### src/design/sam_pkg.sv
`default_nettype none

package sam_pkg;

  localparam int KEY_W  = 31;
  localparam int DATA_W = 32;

  typedef enum logic {
    OP_ASSIGN = 1'b0,
    OP_READ   = 1'b1
  } op_t;

  typedef struct packed {
    logic found;
    logic bucket_full;
    logic write_en;
  } lookup_stat_t;

endpackage

`default_nettype wire

### src/design/sam_bucket_index.sv
`default_nettype none

module sam_bucket_index
  import sam_pkg::*;
#(
  parameter int BUCKETS = 64
) (
  input  wire logic                 clk,
  input  wire logic                 adv,
  input  wire logic [KEY_W-1:0]     key_in,
  output logic      [KEY_W-1:0]     key_r,
  output logic      [((BUCKETS > 1) ? $clog2(BUCKETS) : 1)-1:0] bucket
);

  localparam int  BW   = (BUCKETS > 1) ? $clog2(BUCKETS) : 1;
  localparam bit  POW2 = ((BUCKETS & (BUCKETS - 1)) == 0);

  always_ff @(posedge clk) begin
    if (adv) begin
      key_r <= key_in;
    end
  end

  generate
    if (BUCKETS == 1) begin : g_single
      assign bucket = '0;
    end else if (POW2) begin : g_pow2
      assign bucket = key_r[BW-1:0];
    end else begin : g_recip
      // The truncated reciprocal leaves the quotient at most one short, so the
      // remainder stays below twice the bucket count and one subtract fixes it.
      localparam int                SHIFT     = KEY_W + BW;
      localparam logic [63:0]       MULT_WIDE = (64'd1 << SHIFT) / 64'(BUCKETS);
      localparam logic [DATA_W-1:0] MULT      = MULT_WIDE[DATA_W-1:0];
      localparam logic [KEY_W-1:0]  B_K       = KEY_W'(BUCKETS);

      logic [KEY_W+DATA_W-1:0] prod_r;
      logic [KEY_W-1:0]        quot;
      logic [KEY_W-1:0]        quot_b;
      logic [KEY_W-1:0]        rem_raw;
      logic [KEY_W-1:0]        rem;

      always_ff @(posedge clk) begin
        if (adv) begin
          prod_r <= (KEY_W+DATA_W)'(key_in) * (KEY_W+DATA_W)'(MULT);
        end
      end

      assign quot    = KEY_W'(prod_r >> SHIFT);
      assign quot_b  = quot * B_K;
      assign rem_raw = key_r - quot_b;
      assign rem     = (rem_raw >= B_K) ? (rem_raw - B_K) : rem_raw;
      assign bucket  = rem[BW-1:0];
    end
  endgenerate

endmodule

`default_nettype wire

### config.mk
export PLATFORM = sky130hd
export DESIGN_NAME = sam_bucket_index
export DESIGN_NICKNAME = d
export VERILOG_FILES = /design/src/design/sam_pkg.sv /design/src/design/sam_bucket_index.sv
export SDC_FILE = /design/constraint.sdc
export NUM_CORES = 1
export LEC_CHECK = 0
export BUFFER_PORTS_ARGS = -buffer_cell sky130_fd_sc_hd__buf_2
export CORE_AREA = 2 2 56 58
export DETAILED_ROUTE_END_ITERATION = 12
export DIE_AREA = 0 0 58 60
export GPL_TIMING_DRIVEN = 0
export PLACE_DENSITY_LB_ADDON = 0.15
export SYNTH_ARGS = -nofsm -noshare
export SYNTH_HDL_FRONTEND = slang
export SYNTH_SLANG_ARGS = --single-unit
### constraint.sdc
create_clock -name clk -period 0.8 [get_ports clk]
set_input_delay 0.08 -clock clk [delete_from_list [all_inputs] [get_ports clk]]
set_output_delay 0.08 -clock clk [all_outputs]
set_load 0.05 [all_outputs]
==> results.json <==
{
  "finalCritPeriodShare_pct": 137,
  "arrival_ns": 1.01,
  "synth_edf_count": 31,
  "synth_mux_area_share_pct": 0,
  "min_path_type": "input pin to flop",
  "cts_tree": "done",
  "fmax_mhz": 914,
  "diodes": 0,
  "grt_pass1_vias": 780,
  "cp-end-kind": "output pin",
  "synth.avg_cell_area_um2": 26.4,
  "yosys.area.top_type": "edfxtp_1",
  "numPortBuffers": 69,
  "ys_async_sr_fraction_pct": 0,
  "yosys.area_share.xor_xnor_pct": 0,
  "antenna_found_initial": 0,
  "synth-seq-area-share_pct": 95.4,
  "synth_top_area_share_pct": 95.4,
  "synth_top_family_by_area": "buffers and inverters",
  "outcome": "complete, but fails checks",
  "synth_cell_type_count": 2,
  "clockBufferDepth": 2,
  "nets": 177,
  "total_power_uw": 3910,
  "path_class": "flop to output pin",
  "cp_common_cell": "buf_6",
  "core-area_um2": 2900,
  "switching_power_uw": 1200,
  "tns_ns": -6.87,
  "die_y_um": 60,
  "regMostFlops": "key_r",
  "routed-via-count": 720,
  "setup_viol": 37,
  "h-tree-depth": 2,
  "die_w_um": 58,
  "synth_commonest_cells": "edfxtp_1, buf_4",
  "cpMaxStageDelayCell": "edfxtp_1",
  "ys_ff_latch": 31,
  "layout-drive-gt1-share_pct": 55.2,
  "synth_nets": 70,
  "nMultiInputCombCells": 0,
  "fin_area_um2": 1950,
  "combPwrFrac_pct": 28.4,
  "synth_area_leaders": "edfxtp_1, buf_4",
  "numClockSinks": 31,
  "place_congestion": 0.597,
  "drv_cap": 0,
  "p_int_uw": 2710,
  "worstMarginPinSlew_ns": 0.664,
  "track_usage_pct": 14.2,
  "max-vdd-ir-drop_mv": 1.59,
  "clkTransAtPathRegs_ns": 0.09,
  "rsz0062_at_grt": "true",
  "worstPathMaxFanout": 2,
  "wl_per_cell_um": 12.5,
  "synth_compound_area_share_pct": 0,
  "cts-root-buf": "clkbuf_4",
  "top_regs": "key_r: 31 flops",
  "drt_pass1_iterations": 4,
  "antenna_left": 0,
  "maxSlewHeadroom_pct": 55.8,
  "synth_cells": 37,
  "synthSimpleGateAreaFrac_pct": 0,
  "synthAdderAreaFrac_pct": 0,
  "syn-cell-area_um2": 976,
  "placed_area_um2": 1390,
  "num_rows": 20,
  "synth.most_common_cell": "edfxtp_1",
  "switching_share_pct": 30.7,
  "routed_wl_mm": 2.23,
  "syn_to_final_growth_pct": 100,
  "remaining_drc_errors": 0,
  "multi_input_comb_area_um2": 0,
  "worstPathRequired_ns": 0.72,
  "setup_ws_ns": -0.294,
  "ios": 70,
  "whs_path_depth": 1,
  "violations": "setup timing",
  "largest_reg_flops": 31,
  "grt_pass1_wl_mm": 3.43,
  "start_util_pct": 33.6,
  "power_frac_seq_pct": 51.1,
  "grt_max_degree": 32,
  "worstPathCellList": "buf_6 -> buf_6",
  "power_frac_clock_pct": 20.5,
  "initialDrtViolationCount": 8,
  "fin_crit_ns": 1.09,
  "slowest_delay_ns": 0.42,
  "start_kind": "flop",
  "synth-main-ff-cell": "edfxtp_1",
  "hold_viol": 0,
  "yosys_warnings": 0,
  "pre_cts_ws_ns": -0.204,
  "die_area_um2": 3480,
  "avgViaCountPerCell": 4.04,
  "gr-total-overflow": 0,
  "powerDensity_nw_per_um2": 2000,
  "leakage_uw": 0.000839,
  "maxSlewViolCount": 0,
  "cts_buffers": 5
}
-- cells by family after synthesis --
family / Yosys count
buffers and inverters: 6
flip-flops: 31
-- power groups by stage --
stage | clock network [µW] | logic (µW) | registers, µW
floorplan | 0 | 134 | 2460
global placement | 0 | 823 | 2000
detailed placement | 0 | 828 | 2010
CTS | 830 | 1100 | 2000
global route | 933 | 1150 | 2010
finish | 801 | 1110 | 2000
-- layout make-up --
cell class	count	area, µm²
repair buffers	100	866
well taps	33	41.3
clock buffers	6	41.3
fillers	203	948
plain buffers	6	67.6
clock inverters	2	7.51
flip-flops and latches	31	931
-- worst max-delay path: cells and delay by family, from the launching register on --
family | cells | cell delay, ns
buffers and inverters | 2 | 0.28
flip-flops | 1 | 0.42
-- timing repair --
action / CTS / global route
endpoints found under the hold margin: 31 / 0
resized for setup: 65 / 5
setup buffers: 0 / 0
setup endpoints to repair: 37 / 37
cloned: 0 / 0
hold buffers: 31 / 0
-- metal layers --
layer	global-route usage, %	routed length [µm]
met5	0	0
met2	28.2	1340
met4	3.99	23
met3	6.49	188
met1	12.7	676
-- cell usage in the layout (no fill, tap or decap) --
cell type      count
buf_8              1
buf_4              5
buf_6             36
buf_2             33
edfxtp_1          31
clkbuf_4           5
dlygate4sd3_1     31
clkinv_1           2
clkbuf_1           1
-- path summary, 6_finish.rpt --
check                 slack (ns)      from   endpoint
worst min-delay path        0.33       adv  key_r[29]
worst max-delay path       -0.29  key_r[4]   key_r[4]
-- per-stage QoR --
| stage | instances | hold slack, ns | utilization [%] |
|---|---|---|---|
| floorplan | 37 | 0.179 | - |
| global placement | 139 | 0.256 | 47.7 |
| detailed placement | 139 | 0.258 | 47.7 |
| CTS | 178 | 0.330 | 67.0 |
| global route | 178 | 0.328 | 67.3 |
| finish | 178 | 0.332 | 67.3 |
(Power assumes the default switching activity.)
