[config.mk]
export PLATFORM = sky130hd
export DESIGN_NAME = sam_lookup
export DESIGN_NICKNAME = d
export VERILOG_FILES = /design/src/design/sam_pkg.sv /design/src/design/sam_lookup.sv
export SDC_FILE = /design/constraint.sdc
export NUM_CORES = 1
export LEC_CHECK = 0
export ABC_AREA = 1
export BUFFER_PORTS_ARGS = -buffer_cell sky130_fd_sc_hd__buf_2
export CORE_AREA = 2 2 236 238
export DETAILED_ROUTE_END_ITERATION = 7
export DIE_AREA = 0 0 238 240
export PLACE_DENSITY_LB_ADDON = 0.25
export REMOVE_ABC_BUFFERS = 1
export SLEW_MARGIN = 10
export SYNTH_ARGS = -nofsm -noshare
export SYNTH_HDL_FRONTEND = slang
export SYNTH_SLANG_ARGS = --single-unit
[constraint.sdc]
create_clock -name vclk -period 2.1
set_clock_uncertainty 0.1 [all_clocks]
set_input_delay 0.315 -clock vclk [all_inputs]
set_output_delay 0.315 -clock vclk [all_outputs]
set_load 0.05 [all_outputs]
[src/design/sam_pkg.sv]
`default_nettype none

package sam_pkg;

  localparam int KEY_W  = 31;
  localparam int DATA_W = 32;

  typedef enum logic {
    OP_ASSIGN = 1'b0,
    OP_READ   = 1'b1
  } op_t;

  typedef struct packed {
    logic found;
    logic bucket_full;
    logic write_en;
  } lookup_stat_t;

endpackage

`default_nettype wire

[src/design/sam_lookup.sv]
`default_nettype none

module sam_lookup
  import sam_pkg::*;
#(
  parameter int WAYS = 4
) (
  input  wire op_t                    op,
  input  wire logic [KEY_W-1:0]       key,
  input  wire logic [DATA_W-1:0]      item_value,
  input  wire logic [WAYS-1:0]        row_valid,
  input  wire logic [WAYS*KEY_W-1:0]  row_keys,
  input  wire logic [WAYS*DATA_W-1:0] row_data,
  output logic      [DATA_W-1:0]      read_value,
  output lookup_stat_t                stat,
  output logic      [WAYS-1:0]        new_valid,
  output logic      [WAYS*KEY_W-1:0]  new_keys,
  output logic      [WAYS*DATA_W-1:0] new_data
);

  logic [WAYS-1:0]   hit_vec;
  logic [WAYS-1:0]   hit_oh;
  logic [WAYS-1:0]   free_oh;
  logic [DATA_W-1:0] hit_data;
  logic              is_assign;
  logic              found;
  logic              has_free;
  logic              insert;

  always_comb begin
    for (int w = 0; w < WAYS; w++) begin
      hit_vec[w] = row_valid[w] && (row_keys[w*KEY_W +: KEY_W] == key);
    end
  end

  assign hit_oh    = hit_vec & (~hit_vec + WAYS'(1));
  assign free_oh   = ~row_valid & (row_valid + WAYS'(1));
  assign found     = |hit_vec;
  assign has_free  = ~&row_valid;
  assign is_assign = (op == OP_ASSIGN);
  assign insert    = is_assign && !found && has_free;

  always_comb begin
    hit_data  = '0;
    new_valid = row_valid;
    new_keys  = row_keys;
    new_data  = row_data;
    for (int w = 0; w < WAYS; w++) begin
      hit_data = hit_data | (row_data[w*DATA_W +: DATA_W] & {DATA_W{hit_oh[w]}});
      if (is_assign && hit_oh[w]) begin
        new_data[w*DATA_W +: DATA_W] = item_value;
      end
      if (insert && free_oh[w]) begin
        new_valid[w]                 = 1'b1;
        new_keys[w*KEY_W +: KEY_W]   = key;
        new_data[w*DATA_W +: DATA_W] = item_value;
      end
    end
  end

  assign read_value       = (op == OP_READ) ? hit_data : '0;
  assign stat.found       = found;
  assign stat.bucket_full = is_assign && !found && !has_free;
  assign stat.write_en    = is_assign && (found || has_free);

endmodule

`default_nettype wire

==> run summary, run 1 <==
The register cell area after layout is 0 sq um. The die is 238 um wide. The flow ran to the end, but the final reports show violations. The cell count after synthesis came out at 1848.

In this run the power density over the cells is 260 nW/um^2. Buffers placed on the I/O ports in this run total slightly above 600. The maximum fanout along the worst path came out at 20.

The transition time at the pin with the least slew margin is 0.510 ns. The via count of the first global-routing pass came out at approximately 13k. The via count normalized by instance count came out at between 4 and 5. The share of the clock period used by the worst path is 1.43. For this run, the top clock speed supported by timing is approximately 0.33 GHz. For this block, the routed nets add up to 69500 um of wire. The remaining design rule violation count came out at 0. The capturing element type of the critical path is an output port. The iteration-0 DRC count of the detailed router is about 1.3k. From bottom edge to top edge, the die measures approximately 240 um. The end-of-flow core utilization came out at 0.336. In this run the worst hold path is classified as input port to output port.

The worst slew margin relative to its limit is 0.660. The worst setup margin is -0.897 ns. The final-report hold violation count came out at 0. The core area came out at between 50000 and 60000 sq um. Of the cells placed in the final design, the portion with a size suffix greater than 1 is 0.485.

The count of nets left with antenna violations after detail routing came out at 0. STA classifies the critical path startpoint as an input port. The detailed placer's ending HPWL came out at approximately 50000 um.

The post-synthesis sequential area ratio came out at 0. Of all cell types, the one taking the most synthesized area is sky130_fd_sc_hd__nand2_1. The final number of setup-violating endpoints came out at 291.

From synthesis to final layout, the design area changed by 131%. The critical path start-end classification is input port to output port. The effective utilization at floorplan is 0.145. The length of the first detailed-routing pass in iterations came out at 5. The row count is 86.

The average cell area after synthesis is 4.30 sq um. The count of fill cells added during filler insertion is between 6k and 7k. For this design the top-level I/O count stands at 611.

OpenSTA, run right after detailed placement, puts the worst setup slack at -1.24 ns. The first global-routing pass estimated slightly below 90000 um of wire. The final reports fail on setup timing.

The number of pins with negative max-slew slack in the final report is 0. The number of nets in the layout is 3000. Subtracting the final worst setup slack from the clock period gives about 3 ns. The pin count of the biggest net entering global routing came out at between 50 and 60. At the worst endpoint, the required time is 1.68 ns.

The leakage power figure came out at around 11 nW. The routed length per instance came out at roughly 20 um. The peak ir drop on the vdd network came out at between 0.1 and 0.15 mV. The combined global-route utilization of all metal layers came out at 0.203. Across the run, the number of max-cap violations was 0.

Summing over every cut layer, the via total after detailed routing is roughly 15k. The number of distinct library cell variants in the gate-level netlist after synthesis is 26. Setup repair after global routing could not meet its margin everywhere. The top cell type's share of synthesized area is 0.388. The initial antenna violation count is 4.

The global route total overflow is 0. The number of sequential storage elements is 0. Ranked by total cell area, the synthesized netlist is headed by sky130_fd_sc_hd__nand2_1, sky130_fd_sc_hd__inv_1, sky130_fd_sc_hd__o21ai_0, sky130_fd_sc_hd__o21ai_1, sky130_fd_sc_hd__nand3_1. The number of clock buffers in the layout came out at 0. The floorplan die area came out at about 57000 sq um. The data arrival at the endpoint of the critical path is between 2 and 3 ns.

Yosys printed 0 warnings. The routability-driven placement congestion ratio came out at roughly 0.96. The combined area of all synthesized cells is approximately 8000 sq um.
==> cell usage after synthesis (17+ instances only) <==
cell and n:
sky130_fd_sc_hd__xnor2_1 17, sky130_fd_sc_hd__a21oi_1 65, sky130_fd_sc_hd__nor2_1 88, sky130_fd_sc_hd__nand3_1 105, sky130_fd_sc_hd__o21ai_1 121, sky130_fd_sc_hd__nand2_1 822, sky130_fd_sc_hd__clkbuf_1 34, sky130_fd_sc_hd__inv_2 27
sky130_fd_sc_hd__buf_2 37, sky130_fd_sc_hd__o21ai_0 145, sky130_fd_sc_hd__inv_1 335
==> path summary, 6_finish.rpt <==
path | end | depth (start not counted) | start
min | new_keys[42] | 4 | row_keys[42]
max | new_data[73] | 17 | row_keys[102]
==> metrics by stage <==
step	setup TNS [ns]	hold WS [ns]	total power (W)	area [sq um]	std cells
floorplan	-445.58	0.706	0.00219	7460	1759
global placement	-307.90	0.923	0.00399	14300	3307
detailed placement	-308.67	0.930	0.00397	14300	3307
CTS	-213.98	0.897	0.00429	15900	3335
global route	-235.99	0.910	0.00501	18300	3384
finish	-221.05	0.875	0.00478	18300	3384
==> layer usage <==
layer / wire length (um) / GRT usage
met1: 31700 / 0.301
met2: 31400 / 0.325
met3: 5040 / 0.0191
met4: 1290 / 0.0212
met5: 0 / 0
==> cell usage in the layout (no fill, tap or decap), types with 27 or more instances in the layout <==
| master | n |
|---|---|
| sky130_fd_sc_hd__buf_6 | 153 |
| sky130_fd_sc_hd__nand3_1 | 87 |
| sky130_fd_sc_hd__inv_1 | 308 |
| sky130_fd_sc_hd__inv_2 | 27 |
| sky130_fd_sc_hd__o21ai_2 | 67 |
| sky130_fd_sc_hd__o21ai_0 | 95 |
| sky130_fd_sc_hd__nor2_1 | 43 |
| sky130_fd_sc_hd__buf_8 | 38 |
| sky130_fd_sc_hd__buf_12 | 95 |
| sky130_fd_sc_hd__a21oi_1 | 53 |
| sky130_fd_sc_hd__buf_4 | 240 |
| sky130_fd_sc_hd__nand2_1 | 670 |
| sky130_fd_sc_hd__nor2_2 | 30 |
| sky130_fd_sc_hd__buf_2 | 359 |
| sky130_fd_sc_hd__nand2_2 | 128 |
| sky130_fd_sc_hd__o21ai_1 | 99 |
==> cell type report <==
type | count | area, sq um | area share
inverters | 363 | 1470 | 0.0803
well taps | 704 | 881 | 0.0480
multi-input cells | 1396 | 7410 | 0.404
repair buffers | 919 | 8570 | 0.467
diodes | 2 | 5.00 | 0.000273
==> repair_timing <==
item	in CTS	in global routing
gates resized for setup	371	612
cloned	8	22
setup endpoints to repair	291	291
pin swaps	37	128
hold buffers	0	0
setup buffers	22	33
==> cell families after synthesis <==
kind of cell | Yosys count | synth area share
simple gates | 1045 | 0.536
buf+inv | 452 | 0.233
compound gates | 332 | 0.210
xor+xnor | 19 | 0.0209
==> worst max-delay path: stages <==
cell	delay [ns]
sky130_fd_sc_hd__buf_2	0.12
sky130_fd_sc_hd__buf_6	0.11
sky130_fd_sc_hd__nand2_2	0.06
sky130_fd_sc_hd__nand4_1	0.21
sky130_fd_sc_hd__nor2_1	0.21
sky130_fd_sc_hd__nand2_1	0.08
sky130_fd_sc_hd__nor2_2	0.15
sky130_fd_sc_hd__nand2_2	0.12
sky130_fd_sc_hd__inv_4	0.09
sky130_fd_sc_hd__buf_12	0.10
sky130_fd_sc_hd__nor2_8	0.05
sky130_fd_sc_hd__nand3_4	0.15
sky130_fd_sc_hd__buf_12	0.22
sky130_fd_sc_hd__buf_12	0.17
sky130_fd_sc_hd__nand3_1	0.08
sky130_fd_sc_hd__nand2_2	0.13
sky130_fd_sc_hd__buf_12	0.15
==> report_power, final <==
part	leakage, nW	internal [W]	switching, W
combinational	10.5	0.00174	0.00303
clock	0.0000127	0.000000000127	0
sequential	0	0	0
(Power assumes the default switching activity.)
==> inputs of run 2 (changes only) <==
--- a/config.mk
+++ b/config.mk
@@ -10,9 +10,10 @@
 export CORE_AREA = 2 2 236 238
 export DETAILED_ROUTE_END_ITERATION = 7
 export DIE_AREA = 0 0 238 240
-export PLACE_DENSITY_LB_ADDON = 0.25
+export PLACE_DENSITY = 0.46
 export REMOVE_ABC_BUFFERS = 1
 export SLEW_MARGIN = 10
 export SYNTH_ARGS = -nofsm -noshare
 export SYNTH_HDL_FRONTEND = slang
 export SYNTH_SLANG_ARGS = --single-unit
+export TNS_END_PERCENT = 100
==> run 2 against run 1 <==
  * The run still ends with setup timing left
  * Design area up 20%
  * Cell count up 1.5%
  * Routed wire length up 6.2%
  * Core utilization up 6.8 points
  * Clock-buffer cell count unchanged
  * Worst hold slack worse by 0.0037 ns
  * Flip-flop and latch count unchanged
  * Setup slack better by 0.084 ns
  * Via count up 4.6%
  * Combinational power up 19%
  * Power up 19%
  * Largest power group unchanged
==> run summary, run 2 (synthesis results as in run 1) <==
The flow ran to the end, but the final reports show violations. The final reports fail on setup timing. The global route total overflow is 0 (unchanged).

The routability-driven placement congestion ratio was 0.932 (-3.2%). The detailed placer's ending HPWL is 49600 um (-2.0%). The worst setup margin was -0.813 ns (+0.0840 ns). The critical path goes through buf_8 > clkinvlp_4 > buf_6 > nand2_2 > nand2_1 > nor2_1 > nand2_2 > inv_1 > nand2_1 > nor2_2 > nand2_2 > nand3_4 > nor2_8 > nand4_4 > buf_12 > clkbuf_16 > buf_6 > o21ai_2 > buf_6. The overall via count from detail_route is 16.0k (+4.6%). The number of nets in the layout is 3048 (+1.6%).

The count of nets left with antenna violations after detail routing is 0 (unchanged). The share of the clock period used by the worst path came out at 1.39 (-0.0400). The routed length per instance came out at 21.5 um (+4.6%). The final number of setup-violating endpoints is 291 (unchanged). The sum of negative setup slack is -193.99 ns (+27.06 ns). The boundary pin count came to 611 (unchanged). The post-cts hold buffer count came out at 0 (unchanged). The combined global-route utilization of all metal layers is 0.206 (+0.00283).

The transition time at the pin with the least slew margin came to 0.681 ns (+0.170 ns). The maximum fanout along the worst path came out at 5 (-75%). STA classifies the critical path endpoint as an output port.

The critical path start-end classification is input port to output port. The number of clock buffers in the layout is 0 (unchanged). The post-layout minimum cycle time came out at 2.91 ns (-0.0840 ns). The peak ir drop on the vdd network was 0.146 mV (+15%).

The length of the first detailed-routing pass in iterations is 5 (unchanged). The setup slack after placement was -1.17 ns (+0.0614 ns). The worst setup path is launched from an input port. The cell count after placement is 3291 (-0.48%).

The die extent in y came out at 240 um (unchanged). The filler-free cell count of the finished design is 3434 (+1.5%). The highest attainable clock frequency is 0.343 GHz (+2.9%). The final-report hold violation count came out at 0 (unchanged). The floorplan die area came out at 57100 sq um (unchanged).

The power consumption is 0.00568 W (+19%). The number of pins with negative max-slew slack in the final report is 0 (unchanged). The largest individual stage delay along the critical path comes from the cell sky130_fd_sc_hd__nor2_8. The pin count of the biggest net entering global routing came to 56 (unchanged). The share of layout cells above drive strength 1 is 0.613 (+0.127). The reported max-cap violation count came out at 0 (unchanged). The path category of the worst min-delay check is input port to output port. The via count of the first global-routing pass is 13.7k (+5.7%). The number of port buffers came out at 611 (unchanged). The number of stages on the worst hold path came out at 4 (unchanged). The data arrival at the endpoint of the critical path is 2.50 ns (-0.08 ns).

The critical path starts at key[29]. The register cell area after layout is 0 sq um (unchanged). The remaining design rule violation count came out at 0 (unchanged). The row count came out at 86 (unchanged).

The end-of-flow core utilization came to 0.403 (+0.0679). The via count normalized by instance count came out at 4.67 (+3.1%). The initial antenna violation count came out at 5 (+1).

The leakage power figure came to 11.7 nW (+11%). Setup repair after global routing could not meet its margin everywhere. The path with the worst hold slack has its endpoint at new_keys[78].

The delay of the slowest cell on the worst path is 0.18 ns (-0.04 ns). The library cells used most frequently in the layout, excluding fill and tap cells, are sky130_fd_sc_hd__nand2_1, sky130_fd_sc_hd__buf_2, sky130_fd_sc_hd__inv_1, sky130_fd_sc_hd__buf_6, sky130_fd_sc_hd__buf_4. The x dimension of the die was 238 um (unchanged).

The required time at the endpoint of the critical path is 1.68 ns (about the same). The count of fill cells added during filler insertion came out at 5567 (-10%). The source of the worst hold timing path is row_keys[78]. The global-route wire length before repair came out at 88900 um (+2.6%). The number of sequential storage elements is 0 (unchanged). The worst slew margin relative to its limit was 0.546 (-0.113). The library cell used most frequently in the layout, excluding fill and tap cells, is sky130_fd_sc_hd__nand2_1. The effective utilization at floorplan came out at 0.145 (unchanged). The wire length after detailed routing is 73800 um (+6.2%). The power density relative to cell area came out at 257 nW/um^2 (-1.1%). The area added between synthesis and finish is 177%.

The iteration-0 DRC count of the detailed router was 1186 (-9.0%). The core area came out at 54700 sq um (unchanged).
-- run 2: worst max-delay path by stage --
stage	slack, ns	end
after CTS	-0.81	read_value[2]
after global routing	-0.92	read_value[15]
final	-0.81	new_keys[8]
after detailed placement	-1.17	read_value[2]
after global placement	-1.20	read_value[2]
after floorplan	-2.51	new_keys[31]
-- run 2: power breakdown --
group          switching (W)    internal (W)
registers                  0               0
clock network              0  0.000000000255
logic                0.00342         0.00226
-- run 2: per-layer routing --
layer | vias to the layer above | global-route usage | part of all wire | wire (um)
met3 | 187 | 0.0271 | 0.078 | 5750
met4 | 4 | 0.0314 | 0.033 | 2430
met5 | - | 0 | 0.00037 | 27
li1 | 7418 | - | - | -
met1 | 7546 | 0.296 | 0.43 | 32100
met2 | 890 | 0.332 | 0.45 | 33500
-- run 2: cell type report --
cell class / count / area [sq um] / area share
inverter: 363 / 1470 / 0.0665
timing repair buffer: 967 / 10300 / 0.468
multi-input combinational: 1396 / 9370 / 0.425
tap: 704 / 881 / 0.0399
antenna: 4 / 10.0 / 0.000454
-- run 2: per-stage QoR --
step / hold WS, ns / instance area (sq um)
floorplan: 0.706 / 7460
global route: 0.880 / 22000
CTS: 0.884 / 16900
finish: 0.871 / 22100
global placement: 0.935 / 14100
detailed placement: 0.940 / 14100
-- run 2: critical path, delay by kind of cell --
kind	cells	cell delay [ns]
compound gates	1	0.16
simple gates	10	0.96
buf+inv	8	1.02
-- run 2: timing repair --
action,4_1_cts,5_1_grt
gates resized for setup,643,1210
pin swaps,77,170
gates cloned,18,43
setup buffers,29,63
setup endpoints to repair,291,291
==> inputs of run 3 (changes only) <==
--- a/config.mk
+++ b/config.mk
@@ -7,9 +7,9 @@
 export LEC_CHECK = 0
 export ABC_AREA = 1
 export BUFFER_PORTS_ARGS = -buffer_cell sky130_fd_sc_hd__buf_2
-export CORE_AREA = 2 2 236 238
+export CORE_AREA = 3 3 237 239
 export DETAILED_ROUTE_END_ITERATION = 7
-export DIE_AREA = 0 0 238 240
+export DIE_AREA = 0 0 240 242
 export PLACE_DENSITY = 0.46
 export REMOVE_ABC_BUFFERS = 1
 export SLEW_MARGIN = 10
==> constraint.sdc (replaced) <==
create_clock -name vclk -period 2.1
set_clock_uncertainty 0.1 [all_clocks]
set_input_delay 0.105 -clock vclk [all_inputs]
set_output_delay 0.105 -clock vclk [all_outputs]
set_load 0.05 [all_outputs]
==> run 3 against run 2 <==
  * The flow still finishes with violations (setup timing)
  * Setup slack gained 0.49 ns
  * Sequential share of layout area is the same
  * Worst hold slack lost 0.40 ns
  * Flip-flop and latch count is the same
  * Combinational power shrank 14%
  * Global-route usage grew 0.67 points
  * Routed wire length shrank 9.0%
  * Critical path depth shrank 3
  * Fmax grew 20%
  * Critical endpoint is now new_keys[64]
  * Highest routed layer unchanged
==> run summary, run 3 (synthesis results as in run 1) <==
STA classifies the critical path endpoint as an output port. The boundary pin count is 611 (unchanged). The remaining design rule violation count is 0 (unchanged).

The worst setup path is of the input port to output port kind. The global route total overflow is 0 (unchanged). The overall via count from detail_route is 14.8k (-7.9%).

The number of nets in the layout is 2953 (-3.1%). The share of the clock period used by the worst path came out at 1.15 (-0.232). The number of clock buffers in the layout came to 0 (unchanged). Compared with the post-synthesis result, the final layout area differs by 125%. The die extent in y is 242 um (+0.83%).

The run finished, with violations left. The effective utilization at floorplan came out at 0.147 (+0.00171). The combined global-route utilization of all metal layers was 0.213 (+0.00666).

The register cell area after layout is 0 sq um (unchanged). The pin count of the biggest net entering global routing came out at 47 (-16%). The final-report hold violation count is 0 (unchanged).

The number of pins with negative max-slew slack in the final report is 0 (unchanged). The iteration-0 DRC count of the detailed router is 1030 (-13%). The floorplan die area is 58100 sq um (+1.7%). The worst setup margin was -0.325 ns (+0.487 ns). The global-route wire length before repair came out at 92600 um (+4.1%). The x dimension of the die is 240 um (+0.84%).

The detailed placer's ending HPWL is 52300 um (+5.4%). The count of nets left with antenna violations after detail routing came out at 0 (unchanged). The highest attainable clock frequency was 0.412 GHz (+20%).

The leakage power figure came out at 10.2 nW (-12%). The via count of the first global-routing pass came to 13.9k (+1.4%). The critical path starts at key[0]. The final number of setup-violating endpoints is 288 (-1.0%). In the layout the commonest cells are sky130_fd_sc_hd__nand2_1, sky130_fd_sc_hd__buf_2, sky130_fd_sc_hd__inv_1, sky130_fd_sc_hd__buf_4, sky130_fd_sc_hd__buf_6. The required time at the endpoint of the critical path is 1.89 ns (+0.21 ns). The share of layout cells above drive strength 1 is 0.466 (-0.146). The wire length after detailed routing came out at 67100 um (-9.0%). The number of stages on the worst hold path is 4 (unchanged). The category of the worst setup path launch point is an input port.

The routability-driven placement congestion ratio is 0.959 (+2.9%). The length of the first detailed-routing pass in iterations came out at 6 (+1). The library cell used most frequently in the layout, excluding fill and tap cells, is sky130_fd_sc_hd__nand2_1.

The post-layout minimum cycle time is 2.43 ns (-0.487 ns). Setup repair after global routing could not meet its margin everywhere. The cell count after placement is 3266 (-0.76%). The routed length per instance was 20.1 um (-6.3%).

The power density relative to cell area came out at 272 nW/um^2 (+5.7%). The number of port buffers was 611 (unchanged). The filler-free cell count of the finished design was 3334 (-2.9%).

The most critical setup path has its endpoint at new_keys[64]. The maximum fanout along the worst path is 6 (+1). The via count normalized by instance count is 4.43 (-5.1%). The worst slew margin relative to its limit came out at 0.575 (+0.0287). The initial antenna violation count is 9 (+4). The transition time at the pin with the least slew margin is 0.635 ns (-0.0454 ns). The data arrival at the endpoint of the critical path is 2.22 ns (-0.28 ns).

The core area came out at 54000 sq um (-1.2%). The path class of the tightest hold or removal check is input port to output port. The power consumption is 0.00487 W (-14%). The number of sequential storage elements came out at 0 (unchanged).

The peak ir drop on the vdd network is 0.157 mV (+7.3%). The reported max-cap violation count is 0 (unchanged). The checks that failed: setup timing. The row count came out at 85 (-1.2%).
==> run 3: power by group <==
group	internal (W)	leakage, nW	switching, W	total (W)
logic	0.00184	10.2	0.00303	0.00487
registers	0	0	0	0
clock network	0.000000000448	0.0000444	0	0.000000000448
total	0.00184	10.2	0.00303	0.00487
==> run 3: through the flow <==
stage	area, sq um	worst slack, ns	util	hold WS, ns	TNS, ns
after floorplan	7460	-2.09	-	0.286	-324.33
after detailed placement	14500	-0.719	0.268	0.502	-156.89
after CTS	17100	-0.318	0.317	0.470	-67.55
after global routing	17900	-0.443	0.331	0.493	-93.76
final	17900	-0.325	0.331	0.469	-63.10
after global placement	14500	-0.788	0.268	0.506	-152.29
==> run 3: how the worst min path moves through the flow <==
stage,startpoint,endpoint,slack [ns]
after floorplan,op,stat[1],0.29
after global placement,item_value[31],new_data[95],0.51
after detailed placement,item_value[31],new_data[95],0.50
after CTS,row_keys[121],new_keys[121],0.47
after global routing,row_keys[95],new_keys[95],0.49
final,item_value[29],new_data[93],0.47
==> run 3: area by class of cell <==
type	count	area, sq um
Antenna cell	7	17.5
Tap cell	696	871
Timing Repair Buffer	871	8290
Inverter	363	1440
Fill cell	6045	36100
Multi-Input combinational cell	1397	7290
==> run 3: metal layers <==
layer / share of wire / track usage / wire length, um
met1: 0.44 / 0.291 / 29400
met3: 0.072 / 0.0289 / 4830
met5: 0.00034 / 0 / 23
met2: 0.47 / 0.355 / 31500
met4: 0.021 / 0.0408 / 1430
==> run 3: timing repair <==
item | in CTS | in global routing
pin swaps | 87 | 65
setup buffers | 33 | 11
gates resized for setup | 647 | 209
cloned | 13 | 7
hold buffers | 0 | 0
endpoints found under the setup margin | 291 | 291
==> run 3: critical path, stage by stage <==
cell and delay (ns):
sky130_fd_sc_hd__buf_4 0.14, sky130_fd_sc_hd__inv_2 0.05, sky130_fd_sc_hd__buf_4 0.14, sky130_fd_sc_hd__nand2_2 0.08, sky130_fd_sc_hd__nand4_1 0.11, sky130_fd_sc_hd__nor2_1 0.06, sky130_fd_sc_hd__nand2_1 0.08, sky130_fd_sc_hd__nor2_2 0.05
sky130_fd_sc_hd__nand2_2 0.13, sky130_fd_sc_hd__nand3_4 0.13, sky130_fd_sc_hd__nor2_8 0.19, sky130_fd_sc_hd__nand3_4 0.13, sky130_fd_sc_hd__buf_4 0.18, sky130_fd_sc_hd__bufbuf_16 0.27, sky130_fd_sc_hd__o21ai_4 0.20, sky130_fd_sc_hd__buf_12 0.17
